`src/stt2_pkg.sv`:
```
// ----------------------------------------------------------------------------
// Step toward target package
// Shared widths, action codes and sequencer states of the 2-D mover.
// ----------------------------------------------------------------------------
package stt2_pkg;

  localparam int COORD_BITS  = 24;
  localparam int LIMIT_W     = COORD_BITS;
  localparam int GAP_W       = COORD_BITS + 1;
  localparam int PROD_W      = 2 * COORD_BITS;
  localparam int SQ_W        = PROD_W + 1;
  localparam int RAD_W       = 2 * GAP_W;
  localparam int SREM_W      = GAP_W + 1;
  localparam int ALU_W       = SREM_W + 2;
  localparam int CNT_W       = $clog2(GAP_W);

  localparam logic [LIMIT_W-1:0] LIMIT_RESET = LIMIT_W'(205);

  typedef enum logic {
    ACT_MOVE  = 1'b0,
    ACT_PLACE = 1'b1
  } action_t;

  typedef enum logic [3:0] {
    ST_IDLE,
    ST_MUL_AX,
    ST_MUL_AY,
    ST_MUL_LIM,
    ST_MUL_STEP,
    ST_CMP,
    ST_SQRT,
    ST_MUL_DX,
    ST_LOAD_DX,
    ST_DIV_X,
    ST_MUL_DY,
    ST_LOAD_DY,
    ST_DIV_Y,
    ST_DONE
  } state_t;

endpackage

```
`src/stt2_cmd_if.sv`:
```
// ----------------------------------------------------------------------------
// Step toward target command channel
// Valid/ready channel carrying one destination, step length and action.
// ----------------------------------------------------------------------------
interface stt2_cmd_if import stt2_pkg::*; ();
  logic                  valid;
  logic                  ready;
  logic                  action;
  logic [COORD_BITS-1:0] dest_x;
  logic [COORD_BITS-1:0] dest_y;
  logic [COORD_BITS-1:0] step_length;

  modport source (output valid, output action, output dest_x, output dest_y,
                  output step_length, input ready);
  modport sink (input valid, input action, input dest_x, input dest_y,
                input step_length, output ready);
endinterface

```
`src/stt2_res_if.sv`:
```
// ----------------------------------------------------------------------------
// Step toward target result channel
// Valid/ready channel carrying the new position, gap and status flags.
// ----------------------------------------------------------------------------
interface stt2_res_if import stt2_pkg::*; ();
  logic                  valid;
  logic                  ready;
  logic [COORD_BITS-1:0] new_x;
  logic [COORD_BITS-1:0] new_y;
  logic [GAP_W-1:0]      gap;
  logic                  arrived;
  logic                  near;

  modport source (output valid, output new_x, output new_y, output gap,
                  output arrived, output near, input ready);
  modport sink (input valid, input new_x, input new_y, input gap,
                input arrived, input near, output ready);
endinterface

```
`src/step_toward_target_2d.sv`:
```
// ----------------------------------------------------------------------------
// Step toward target 2-D
// Moves a Q12.12 position toward a destination by a clamped step length.
// ----------------------------------------------------------------------------
// Each command transaction produces exactly one result transaction. A command
// is taken only in the idle state, after the previous result has been loaded
// into the result register, so commands are never overlapped.
// The work per command is one 25-step square root and two 24-step divisions,
// all run on a single shared subtractor, plus six products through one
// 24x24 multiplier. The command side is ready again while a result still
// waits to be taken; the result register holds it until accepted.
module step_toward_target_2d import stt2_pkg::*; (
  input  logic               clk,
  input  logic               rst,
  input  logic               cfg_wr_en,
  input  logic [LIMIT_W-1:0] cfg_wr_data,
  stt2_cmd_if.sink           cmd,
  stt2_res_if.source         res
);

  localparam logic [CNT_W-1:0] SQRT_LAST = CNT_W'(GAP_W - 1);
  localparam logic [CNT_W-1:0] DIV_LAST  = CNT_W'(COORD_BITS - 1);

  state_t state, state_next;

  logic [LIMIT_W-1:0]    closeness;
  logic [COORD_BITS-1:0] pos_x;
  logic [COORD_BITS-1:0] pos_y;
  logic                  act;
  logic [COORD_BITS-1:0] dest_x;
  logic [COORD_BITS-1:0] dest_y;
  logic [COORD_BITS-1:0] step;
  logic                  dir_x;
  logic                  dir_y;
  logic [COORD_BITS-1:0] ax;
  logic [COORD_BITS-1:0] ay;
  logic [PROD_W-1:0]     prod;
  logic [SQ_W-1:0]       sq;
  logic                  near_flag;
  logic                  snap;
  logic [RAD_W-1:0]      sh;
  logic [SREM_W-1:0]     rem;
  logic [GAP_W-1:0]      root;
  logic [COORD_BITS-1:0] quo;
  logic [COORD_BITS-1:0] qx;
  logic [CNT_W-1:0]      cnt;

  logic [COORD_BITS-1:0] mul_a;
  logic [COORD_BITS-1:0] mul_b;
  logic [PROD_W-1:0]     product;
  logic [ALU_W-1:0]      alu_a;
  logic [ALU_W-1:0]      alu_b;
  logic [ALU_W:0]        diff;
  logic                  borrow;
  logic                  res_load;
  logic                  place_now;
  logic                  g_zero;
  logic [COORD_BITS-1:0] nx;
  logic [COORD_BITS-1:0] ny;

  // The one multiplier, its operands chosen by the sequencer.
  always_comb begin
    unique case (state)
      ST_MUL_AX:   begin mul_a = ax;        mul_b = ax;        end
      ST_MUL_AY:   begin mul_a = ay;        mul_b = ay;        end
      ST_MUL_LIM:  begin mul_a = closeness; mul_b = closeness; end
      ST_MUL_STEP: begin mul_a = step;      mul_b = step;      end
      ST_MUL_DX:   begin mul_a = step;      mul_b = ax;        end
      ST_MUL_DY:   begin mul_a = step;      mul_b = ay;        end
      default:     begin mul_a = '0;        mul_b = '0;        end
    endcase
  end

  assign product = PROD_W'(mul_a) * PROD_W'(mul_b);

  // The shared trial subtractor serves both the square root and the divisions.
  always_comb begin
    if (state == ST_SQRT) begin
      alu_a = {rem, sh[RAD_W-1 -: 2]};
      alu_b = ALU_W'({root, 2'b01});
    end else begin
      alu_a = ALU_W'({rem, sh[RAD_W-1]});
      alu_b = ALU_W'(root);
    end
  end

  assign diff   = {1'b0, alu_a} - {1'b0, alu_b};
  assign borrow = diff[ALU_W];

  assign res_load  = (state == ST_DONE) && (!res.valid || res.ready);
  assign place_now = (act == ACT_PLACE) || snap;
  assign g_zero    = (root == '0);

  always_comb begin
    if (place_now) begin
      nx = dest_x;
      ny = dest_y;
    end else if (g_zero) begin
      nx = pos_x;
      ny = pos_y;
    end else begin
      nx = dir_x ? pos_x + qx : pos_x - qx;
      ny = dir_y ? pos_y + quo : pos_y - quo;
    end
  end

  always_ff @(posedge clk) begin
    if (rst) begin
      state <= ST_IDLE;
    end else begin
      state <= state_next;
    end
  end

  always_comb begin
    state_next = state;
    cmd.ready  = 1'b0;
    unique case (state)
      ST_IDLE: begin
        cmd.ready = 1'b1;
        if (cmd.valid) begin
          state_next = ST_MUL_AX;
        end
      end
      ST_MUL_AX:   state_next = ST_MUL_AY;
      ST_MUL_AY:   state_next = ST_MUL_LIM;
      ST_MUL_LIM:  state_next = ST_MUL_STEP;
      ST_MUL_STEP: state_next = ST_CMP;
      ST_CMP:      state_next = ST_SQRT;
      ST_SQRT: begin
        if (cnt == '0) begin
          state_next = ST_MUL_DX;
        end
      end
      ST_MUL_DX:  state_next = ST_LOAD_DX;
      ST_LOAD_DX: state_next = ST_DIV_X;
      ST_DIV_X: begin
        if (cnt == '0) begin
          state_next = ST_MUL_DY;
        end
      end
      ST_MUL_DY:  state_next = ST_LOAD_DY;
      ST_LOAD_DY: state_next = ST_DIV_Y;
      ST_DIV_Y: begin
        if (cnt == '0) begin
          state_next = ST_DONE;
        end
      end
      ST_DONE: begin
        if (!res.valid || res.ready) begin
          state_next = ST_IDLE;
        end
      end
      default: state_next = ST_IDLE;
    endcase
  end

  always_ff @(posedge clk) begin
    if (rst) begin
      closeness <= LIMIT_RESET;
      pos_x     <= '0;
      pos_y     <= '0;
      res.valid <= 1'b0;
    end else begin
      if (cfg_wr_en) begin
        closeness <= cfg_wr_data;
      end
      if (res_load) begin
        pos_x     <= nx;
        pos_y     <= ny;
        res.valid <= 1'b1;
      end else if (res.ready) begin
        res.valid <= 1'b0;
      end
    end
  end

  always_ff @(posedge clk) begin
    unique case (state)
      ST_IDLE: begin
        if (cmd.valid) begin
          act    <= cmd.action;
          dest_x <= cmd.dest_x;
          dest_y <= cmd.dest_y;
          step   <= cmd.step_length;
          dir_x  <= (cmd.dest_x >= pos_x);
          dir_y  <= (cmd.dest_y >= pos_y);
          ax     <= (cmd.dest_x >= pos_x) ? cmd.dest_x - pos_x : pos_x - cmd.dest_x;
          ay     <= (cmd.dest_y >= pos_y) ? cmd.dest_y - pos_y : pos_y - cmd.dest_y;
        end
      end
      ST_MUL_AX: prod <= product;
      ST_MUL_AY: begin
        prod <= product;
        sq   <= SQ_W'(prod);
      end
      ST_MUL_LIM: begin
        prod <= product;
        sq   <= sq + SQ_W'(prod);
      end
      ST_MUL_STEP: begin
        prod      <= product;
        near_flag <= (sq < SQ_W'(prod));
      end
      ST_CMP: begin
        snap <= (sq < SQ_W'(prod));
        sh   <= RAD_W'(sq);
        rem  <= '0;
        root <= '0;
        cnt  <= SQRT_LAST;
      end
      ST_SQRT: begin
        sh  <= sh << 2;
        cnt <= cnt - 1'b1;
        if (!borrow) begin
          rem  <= diff[SREM_W-1:0];
          root <= {root[GAP_W-2:0], 1'b1};
        end else begin
          rem  <= alu_a[SREM_W-1:0];
          root <= {root[GAP_W-2:0], 1'b0};
        end
      end
      ST_MUL_DX: prod <= product;
      ST_MUL_DY: begin
        prod <= product;
        qx   <= quo;
      end
      ST_LOAD_DX, ST_LOAD_DY: begin
        rem <= SREM_W'(prod[PROD_W-1:COORD_BITS]);
        sh  <= {prod[COORD_BITS-1:0], (RAD_W - COORD_BITS)'(0)};
        cnt <= DIV_LAST;
      end
      ST_DIV_X, ST_DIV_Y: begin
        sh  <= sh << 1;
        cnt <= cnt - 1'b1;
        quo <= {quo[COORD_BITS-2:0], !borrow};
        rem <= borrow ? alu_a[SREM_W-1:0] : diff[SREM_W-1:0];
      end
      ST_DONE: begin
        if (res_load) begin
          res.new_x   <= nx;
          res.new_y   <= ny;
          res.gap     <= root;
          res.arrived <= place_now;
          res.near    <= near_flag;
        end
      end
      default: ;
    endcase
  end

  // The square root is the floor root: root squared fits, root plus one squared does not.
  assert property (@(posedge clk) disable iff (rst)
    (state == ST_MUL_DX) |->
      ((RAD_W'(root) * RAD_W'(root)) <= RAD_W'(sq)) &&
      (((RAD_W'(root) + 1'b1) * (RAD_W'(root) + 1'b1)) > RAD_W'(sq)))
    else $error("square root result is not the floor root of the distance");

  // A move that does not snap never has a step longer than the gap.
  assert property (@(posedge clk) disable iff (rst)
    (state == ST_DONE) && !place_now |-> (GAP_W'(step) <= root))
    else $error("non-snapping move with step above the gap");

  // Each advance stays within the remaining delta of its coordinate.
  assert property (@(posedge clk) disable iff (rst)
    (state == ST_DONE) && !place_now && !g_zero |-> (qx <= ax) && (quo <= ay))
    else $error("advance overshoots the destination");

  // Accepting a command keeps the command side closed on the next cycle.
  assert property (@(posedge clk) disable iff (rst)
    (cmd.valid && cmd.ready) |=> !cmd.ready && (state == ST_MUL_AX))
    else $error("command side reopened while a transaction is in progress");

endmodule
```
`src/flat_wrapper.sv`:
```
// flat-port wrapper written by rule: the top's interface ports become plain ports
module step_toward_target_2d_flat import stt2_pkg::*;
  (clk, rst, cfg_wr_en, cfg_wr_data, cmd_valid, cmd_action, cmd_dest_x, cmd_dest_y, cmd_step_length, cmd_ready, res_valid, res_new_x, res_new_y, res_gap, res_arrived, res_near, res_ready);
  stt2_cmd_if cmd_i ();
  stt2_res_if res_i ();
  input  logic clk;
  input  logic rst;
  input  logic cfg_wr_en;
  input  logic [LIMIT_W-1:0] cfg_wr_data;
  input wire logic [$bits(cmd_i.valid)-1:0] cmd_valid;
  input wire logic [$bits(cmd_i.action)-1:0] cmd_action;
  input wire logic [$bits(cmd_i.dest_x)-1:0] cmd_dest_x;
  input wire logic [$bits(cmd_i.dest_y)-1:0] cmd_dest_y;
  input wire logic [$bits(cmd_i.step_length)-1:0] cmd_step_length;
  output wire logic [$bits(cmd_i.ready)-1:0] cmd_ready;
  output wire logic [$bits(res_i.valid)-1:0] res_valid;
  output wire logic [$bits(res_i.new_x)-1:0] res_new_x;
  output wire logic [$bits(res_i.new_y)-1:0] res_new_y;
  output wire logic [$bits(res_i.gap)-1:0] res_gap;
  output wire logic [$bits(res_i.arrived)-1:0] res_arrived;
  output wire logic [$bits(res_i.near)-1:0] res_near;
  input wire logic [$bits(res_i.ready)-1:0] res_ready;
  assign cmd_i.valid = cmd_valid;
  assign cmd_i.action = cmd_action;
  assign cmd_i.dest_x = cmd_dest_x;
  assign cmd_i.dest_y = cmd_dest_y;
  assign cmd_i.step_length = cmd_step_length;
  assign cmd_ready = cmd_i.ready;
  assign res_valid = res_i.valid;
  assign res_new_x = res_i.new_x;
  assign res_new_y = res_i.new_y;
  assign res_gap = res_i.gap;
  assign res_arrived = res_i.arrived;
  assign res_near = res_i.near;
  assign res_i.ready = res_ready;
  step_toward_target_2d u_core (.clk(clk), .rst(rst), .cfg_wr_en(cfg_wr_en), .cfg_wr_data(cfg_wr_data), .cmd(cmd_i), .res(res_i));
endmodule
```
`config.mk`:
```
export PLATFORM = sky130hd
export DESIGN_NAME = step_toward_target_2d_flat
export DESIGN_NICKNAME = d
export VERILOG_FILES = /design/src/stt2_pkg.sv /design/src/stt2_cmd_if.sv /design/src/stt2_res_if.sv /design/src/step_toward_target_2d.sv /design/src/flat_wrapper.sv
export SDC_FILE = /design/constraint.sdc
export NUM_CORES = 2
export LEC_CHECK = 0
export BUFFER_PORTS_ARGS = -buffer_cell sky130_fd_sc_hd__buf_2
export CAP_MARGIN = 20
export CORE_MARGIN = 1
export CORE_UTILIZATION = 55
export CTS_BUF_LIST = sky130_fd_sc_hd__clkbuf_16
export CTS_CLUSTER_SIZE = 30
export DETAILED_ROUTE_END_ITERATION = 8
export PLACE_DENSITY = 0.79
export SLEW_MARGIN = 30
export SYNTH_ARGS = -nofsm -noshare
export SYNTH_HDL_FRONTEND = slang
export SYNTH_SLANG_ARGS = --single-unit
```
`constraint.sdc`:
```
create_clock -name clk -period 11.9 [get_ports clk]
set_clock_uncertainty 0.05 [all_clocks]
set_input_delay 2.975 -clock clk [delete_from_list [all_inputs] [get_ports clk]]
set_output_delay 2.975 -clock clk [all_outputs]
set_load 0.05 [all_outputs]
```
### Yosys cells after proc, flatten, opt, wreduce, memory -nomap -nowiden

Index checks and enable logic that the tools add are counted.

* register bits after elaboration: 528
* bits of input ports: 102
* output and inout port bits: 77

* add/sub/neg operators: 11
* multiply operators: 1
* magnitude comparators: 3
* eq/ne operators: 18
* multiplexer cells: 28
* reductions and logical operators: 23

Operators by type and width (number)
* 50-bit case mux with 4 select lines: 1
* 24-bit two-way mux: 8
* 24-bit case mux with 4 select lines: 2
* 24-bit subtractor: 6
* 49-bit case mux with 2 select lines: 1
* 26-bit case mux with 3 select lines: 1
* 4-bit case mux with 14 select lines: 1
* 25-bit case mux with 2 select lines: 1
* 49-bit by 48-bit adder with 49-bit output: 1
* 49-bit by 48-bit less-than comparator with 1-bit output: 1
* 24-bit adder: 2
* 24-bit greater-or-equal comparator: 2
* 24-bit by 24-bit multiplier with 48-bit output: 1
* 28-bit by 27-bit subtractor with 29-bit output: 1
* 28-bit two-way mux: 1
* 27-bit two-way mux: 1
* 26-bit two-way mux: 1
* 25-bit logical NOT: 1
* 4-bit equality test, second input constant: 6
* 4-bit two-way mux: 5
* 4-bit by 3-bit equality test with 1-bit output, second input constant: 4
* 5-bit case mux with 3 select lines: 1
* 4-bit by 2-bit equality test with 1-bit output, second input constant: 2
* 2-bit OR reduction: 4
* 17 further kinds: 29

### Longest topological paths before layout

* word-level depth: 5
* depth in mapped cells: 35
* depth with buffers taken out: 32

### Least setup slack after synthesis

No wires, ideal clock.

* kind: register -> register
* start point: register u_core.state[1]
* end point: register u_core.prod[46] (data pin)
* setup time: 0.258 ns
* arrival time: 10.252 ns
* setup slack: 1.341 ns
* cell stages (with the launch flop): 34
* cell sequence: dfxtp_1 clkbuf_1 buf_1 nand2_1 nor3_1 o21bai_1 clkbuf_1 nand2_1 nand2_1 clkbuf_1 nand2_1 fa_1 inv_1 fa_1 inv_1 fa_1 inv_1 fa_1 fa_1 fa_1 inv_1 fa_1 inv_1 ha_1 a21o_1 a211o_1 a2111oi_2 a21oi_1 a2111oi_2 o31a_2 o21ai_2 a221o_1 a21oi_2 xnor2_1

* longest elaborated chain between the ends: 4

Ends and longest elaborated chain
* start, declared: RTL line step_toward_target_2d.sv:24 `state_t state, state_next;`
* start signal, assigned: RTL line step_toward_target_2d.sv:111 `state <= state_next;`
* 4-bit by 3-bit equality test with 1-bit output (tied with other cells): RTL line step_toward_target_2d.sv:63 `unique case (state)`
* 3-bit OR reduction (no line) or 2-bit OR reduction (tied branches)
* 24-bit case mux with 4 select lines: RTL line step_toward_target_2d.sv:63
* 24-bit by 24-bit multiplier with 48-bit output *: RTL line step_toward_target_2d.sv:74 `assign product = PROD_W'(mul_a) * PROD_W'(mul_b);`
* net u_core.product[46]: RTL line step_toward_target_2d.sv:50 `logic [PROD_W-1:0] product;`
* end signal, assigned: RTL line step_toward_target_2d.sv:192 `ST_MUL_AX: prod <= product;`
* end signal, assigned: RTL line step_toward_target_2d.sv:194 `prod <= product;`
* end signal, assigned: RTL line step_toward_target_2d.sv:198 `prod <= product;`
* end, declared: RTL line step_toward_target_2d.sv:37 `logic [PROD_W-1:0] prod;`

Mark *: on every way through the listed nets, which the timed path passes. The rest lies on a longest branch.
A chain may end at the register's enable or synchronous reset.

### Final worst setup path

Ends and elaborated chain as after synthesis.

==> metrics.md <==
| Metric | Value |
|---|---|
| Most frequent cell after synthesis | nand2_1 |
| H-tree Lvls | 2 |
| Worst reg2reg path startpoint | u_core.state[1]$_SDFFE_PP0P_ |
| GP Congestion | 1.06 |
| Mapped Nets | 6,833 |
| Measured slew at the worst slew-check pin | 1.10 ns |
| NetSw | 4.23 mW |
| Placement row count | 112 |
| P per Cell Area | 164 nW/um2 |
| Clk Latency, worst-skew pair | 0.64 ns |
| Mapped Area | 52,500 um2 |
| R2r setup slk | 1.39 ns |
| Synth top area share | 25.8% |
| 1st-iter DRT viols | 5,262 |
| Post-CTS Setup Inserts | 0 |
| Clk slew on worst S/H paths | 0.07 ns |
| CP most frequent cell | fa_1 |
| Synthesized flop and latch total | 528 |
| Core Footprint | 93,900 um2 |
| Place WS | 1.52 ns |
| Number of synthesized flops with an enable pin | 451 |
| Synth Flop Type | edfxtp_1 |
| Fmax | 95.2 MHz |
| WL per Instance | 23.4 um |
| Crit Path Max Fanout | 33 |
| Remaining antenna violation count | 0 |
| Post-Syn Instances | 5,800 |
| # resized after CTS | 0 |
| Initial antenna violation count | 4 |
| Final std cells w/o fill | 7,121 |
| Fin. Hold Viols | 0 |
| Clock root buffer | clkbuf_16 |
| Max cap viols | 0 |
| Leakage power figure | 24.7 nW |
| Largest net degree at the start of global routing | 96 |
| Final WS setup | 1.39 ns |
| FFs w/ async S/R, synth | 0% |
| Tot GR Track Use | 34.1% |
| RSZ-0062 raised after global routing | false |
| Final period utilization | 88.3% |
| Share of post-route cells with drive strength above 1 | 6.65% |
| Switch share | 45.6% |
| Vias post-DR | 43,600 |
| Synth Area per Inst | 9.05 um2 |
| Initial Utilization | 55.9% |
| Total CTS buffers | 55 |
| Via density per instance | 6.12 |
| Sinks on Clock Net | 528 |
| Reg2reg end | u_core.prod[46]$_DFFE_PP_ |
| Outcome | complete, but fails checks |
| HPWL Detailed | 128,000 um |
| Vias in the first global route | 43,100 |
| HP Start | u_core.quo[23]$_DFFE_PN_ |
| # IOs | 179 |
| Number of instances in the placed design | 7,014 |
| Hold-fix buffers, CTS | 0 |
| Die W | 311 um |
| Slowest-stage cell, CP | nor2_4 |
| CP Capture Type | flip-flop |
| Arr. time, crit path | 10.86 ns |
| Port Buf Inserts | 178 |
| Number of remaining DRC errors | 23 |
| Slew HR | 26.7% |
| CTS tree | yes |
| Cell count of the worst hold path | 0 |
| Failing checks | DRC |
| Fin. max-slew vios | 0 |
| Post-layout min period | 10.51 ns |
| Sequential share of power | 27.5% |
| Synth top area cells | edfxtp_1 26%, fa_1 19%, ha_1 11% |
| Drt first pass iters | 9 |
| Register area share after synthesis | 28.7% |
| Synth cell count leaders | 858 x nand2_1, 825 x inv_1, 501 x nor2_1 |
| Maximum VDD drop | 0.145 mV |
| Comb power frac | 53.2% |
| Setup_tns | 0 ns |
| Final setup violating endpoints | 0 |
| Hold Path End | u_core.qx[23]$_DFFE_PP_ |
| Drt total wl | 166,000 um |
| Synth unique cells | 92 |
| First-pass GRT wire length | 253,000 um |
| FF-to-FF path depth | 29 |
| Clock network power share | 19.3% |
| Die Area | 96,700 um2 |
| Total number of yosys warnings | 0 |
| Hold Crit Class | reg2reg |
| Layout Nets | 6,852 |
| Crit Path Category | reg2reg |
| Area leader, netlist | edfxtp_1 |
| GRT overflow | 0 |
| Internal cell power | 5.04 mW |
| Maximum root-to-sink buffer count | 3 |
| Crit-path max cell delay | 0.79 ns |
| Die Y-Extent | 311 um |
| Area Overhead vs Synth | 7.32% |
| Startpoint class of the critical path | flip-flop |
| Required time of the critical path | 12.25 ns |
==> state kept, by name (all words and copies together) (netlist names), 4 cells and up <==
signal / cells
u_core.sh: 50
u_core.sq: 49
u_core.prod: 48
u_core.rem: 26
u_core.res.gap: 25
u_core.root: 25
u_core.ax: 24
u_core.ay: 24
u_core.closeness: 24
u_core.dest_x: 24
u_core.dest_y: 24
u_core.pos_x: 24
u_core.pos_y: 24
u_core.quo: 24
u_core.qx: 24
u_core.res.new_x: 24
u_core.res.new_y: 24
u_core.step: 24
u_core.cnt: 5
u_core.state: 4
==> area by class of cell <==
cell class	instances	area, um2
fill	8148	37500
timing repair buffer	235	1330
clock inverter	43	362
antenna	2	5.00
tap	1254	1570
inverter	831	3120
multi-input combinational	4168	33400
sequential	528	15100
clock buffer	60	1500
==> cell usage in the layout, fill, tap and decap left out, drive strengths merged, types with 22 or more instances in the layout <==
master  Yosys  layout
a211oi     32      32
a21o       85      85
a21oi     378     378
a222oi     68      68
a31oi      34      34
and2       40      40
and3       52      52
and4       24      24
buf        22     234
clkbuf    251      61
clkinv      1      22
dfxtp      77      77
edfxtp    451     451
fa        490     490
ha        441     441
inv       830     843
mux2i      59      59
nand2     859     859
nand2b     37      37
nand3      35      35
nand4      44      44
nor2      502     502
nor2b      34      34
nor3       83      83
nor4       27      27
o211ai     24      24
o21a       22      22
o21ai     237     237
o21bai     45      45
o22ai      30      30
or3        25      25
xnor2     137     137
xor2       97      97
==> power groups by stage <==
stage                     registers (mW)  clock network, mW  logic (mW)
final                               2.55               1.79        4.93
after global routing                2.55               1.87        5.35
after CTS                           2.54               1.80        4.80
after detailed placement            2.57                  0        4.76
after global placement              2.57                  0        4.66
after floorplan                     2.44                  0        3.27
==> kinds of logic (layout without fill, tap and decap cells) <==
| group | count (synthesis) | count (layout) | synth area share [%] |
|---|---|---|---|
| DFF | 528 | 528 | 28.7 |
| buffers and inverters | 1104 | 1169 | 7.92 |
| AOI/OAI and AO/OA | 1128 | 1128 | 14.0 |
| muxes | 67 | 67 | 1.30 |
| xor gates and xnor gates | 234 | 234 | 3.90 |
| other | 0 | 2 | 0 |
| and+or+nand+nor | 1808 | 1808 | 15.0 |
| adders and majority gates | 931 | 931 | 29.2 |
==> through the flow <==
stage               util [%]  instance area [um2]  hold slack (ns)  power [mW]
CTS                     60.0                56300            0.430        9.14
detailed placement      58.0                54500            0.413        7.33
floorplan                  -                52500            0.350        5.71
global route            60.0                56400            0.442        9.77
finish                  60.0                56400            0.433        9.27
global placement        58.0                54500            0.421        7.23
==> metal layers <==
| metal | global-route usage [%] | vias to the layer above | part of all wire, % |
|---|---|---|---|
| li1 | - | 19500 | - |
| met2 | 52.6 | 2399 | 44 |
| met4 | 15.3 | 0 | 5.2 |
| met3 | 8.86 | 462 | 11 |
| met5 | 0 | - | 0 |
| met1 | 45.1 | 21200 | 39 |
==> critical path, delay by kind of cell, from the launching register on <==
family	cells	cell delay (ns)
AO/OA/AOI/OAI	9	2.45
XOR/XNOR	1	0.07
adder cells (fa/ha/maj)	8	3.95
buffers and inverters	7	0.85
flip-flops	1	0.72
AND/OR/NAND/NOR	4	2.10
==> worst max-delay path by stage <==
stage	startpoint	endpoint	slack, ns	cells past startpoint
after floorplan	u_core.state[1]$_SDFFE_PP0P_	u_core.prod[46]$_DFFE_PP_	1.34	33
after global placement	u_core.state[1]$_SDFFE_PP0P_	u_core.prod[46]$_DFFE_PP_	1.77	30
after global routing	u_core.state[1]$_SDFFE_PP0P_	u_core.prod[46]$_DFFE_PP_	0.87	30
after CTS	u_core.state[1]$_SDFFE_PP0P_	u_core.prod[46]$_DFFE_PP_	1.54	30
after detailed placement	u_core.state[1]$_SDFFE_PP0P_	u_core.prod[46]$_DFFE_PP_	1.52	30
final	u_core.state[1]$_SDFFE_PP0P_	u_core.prod[46]$_DFFE_PP_	1.39	29
(Power assumes the default switching activity.)
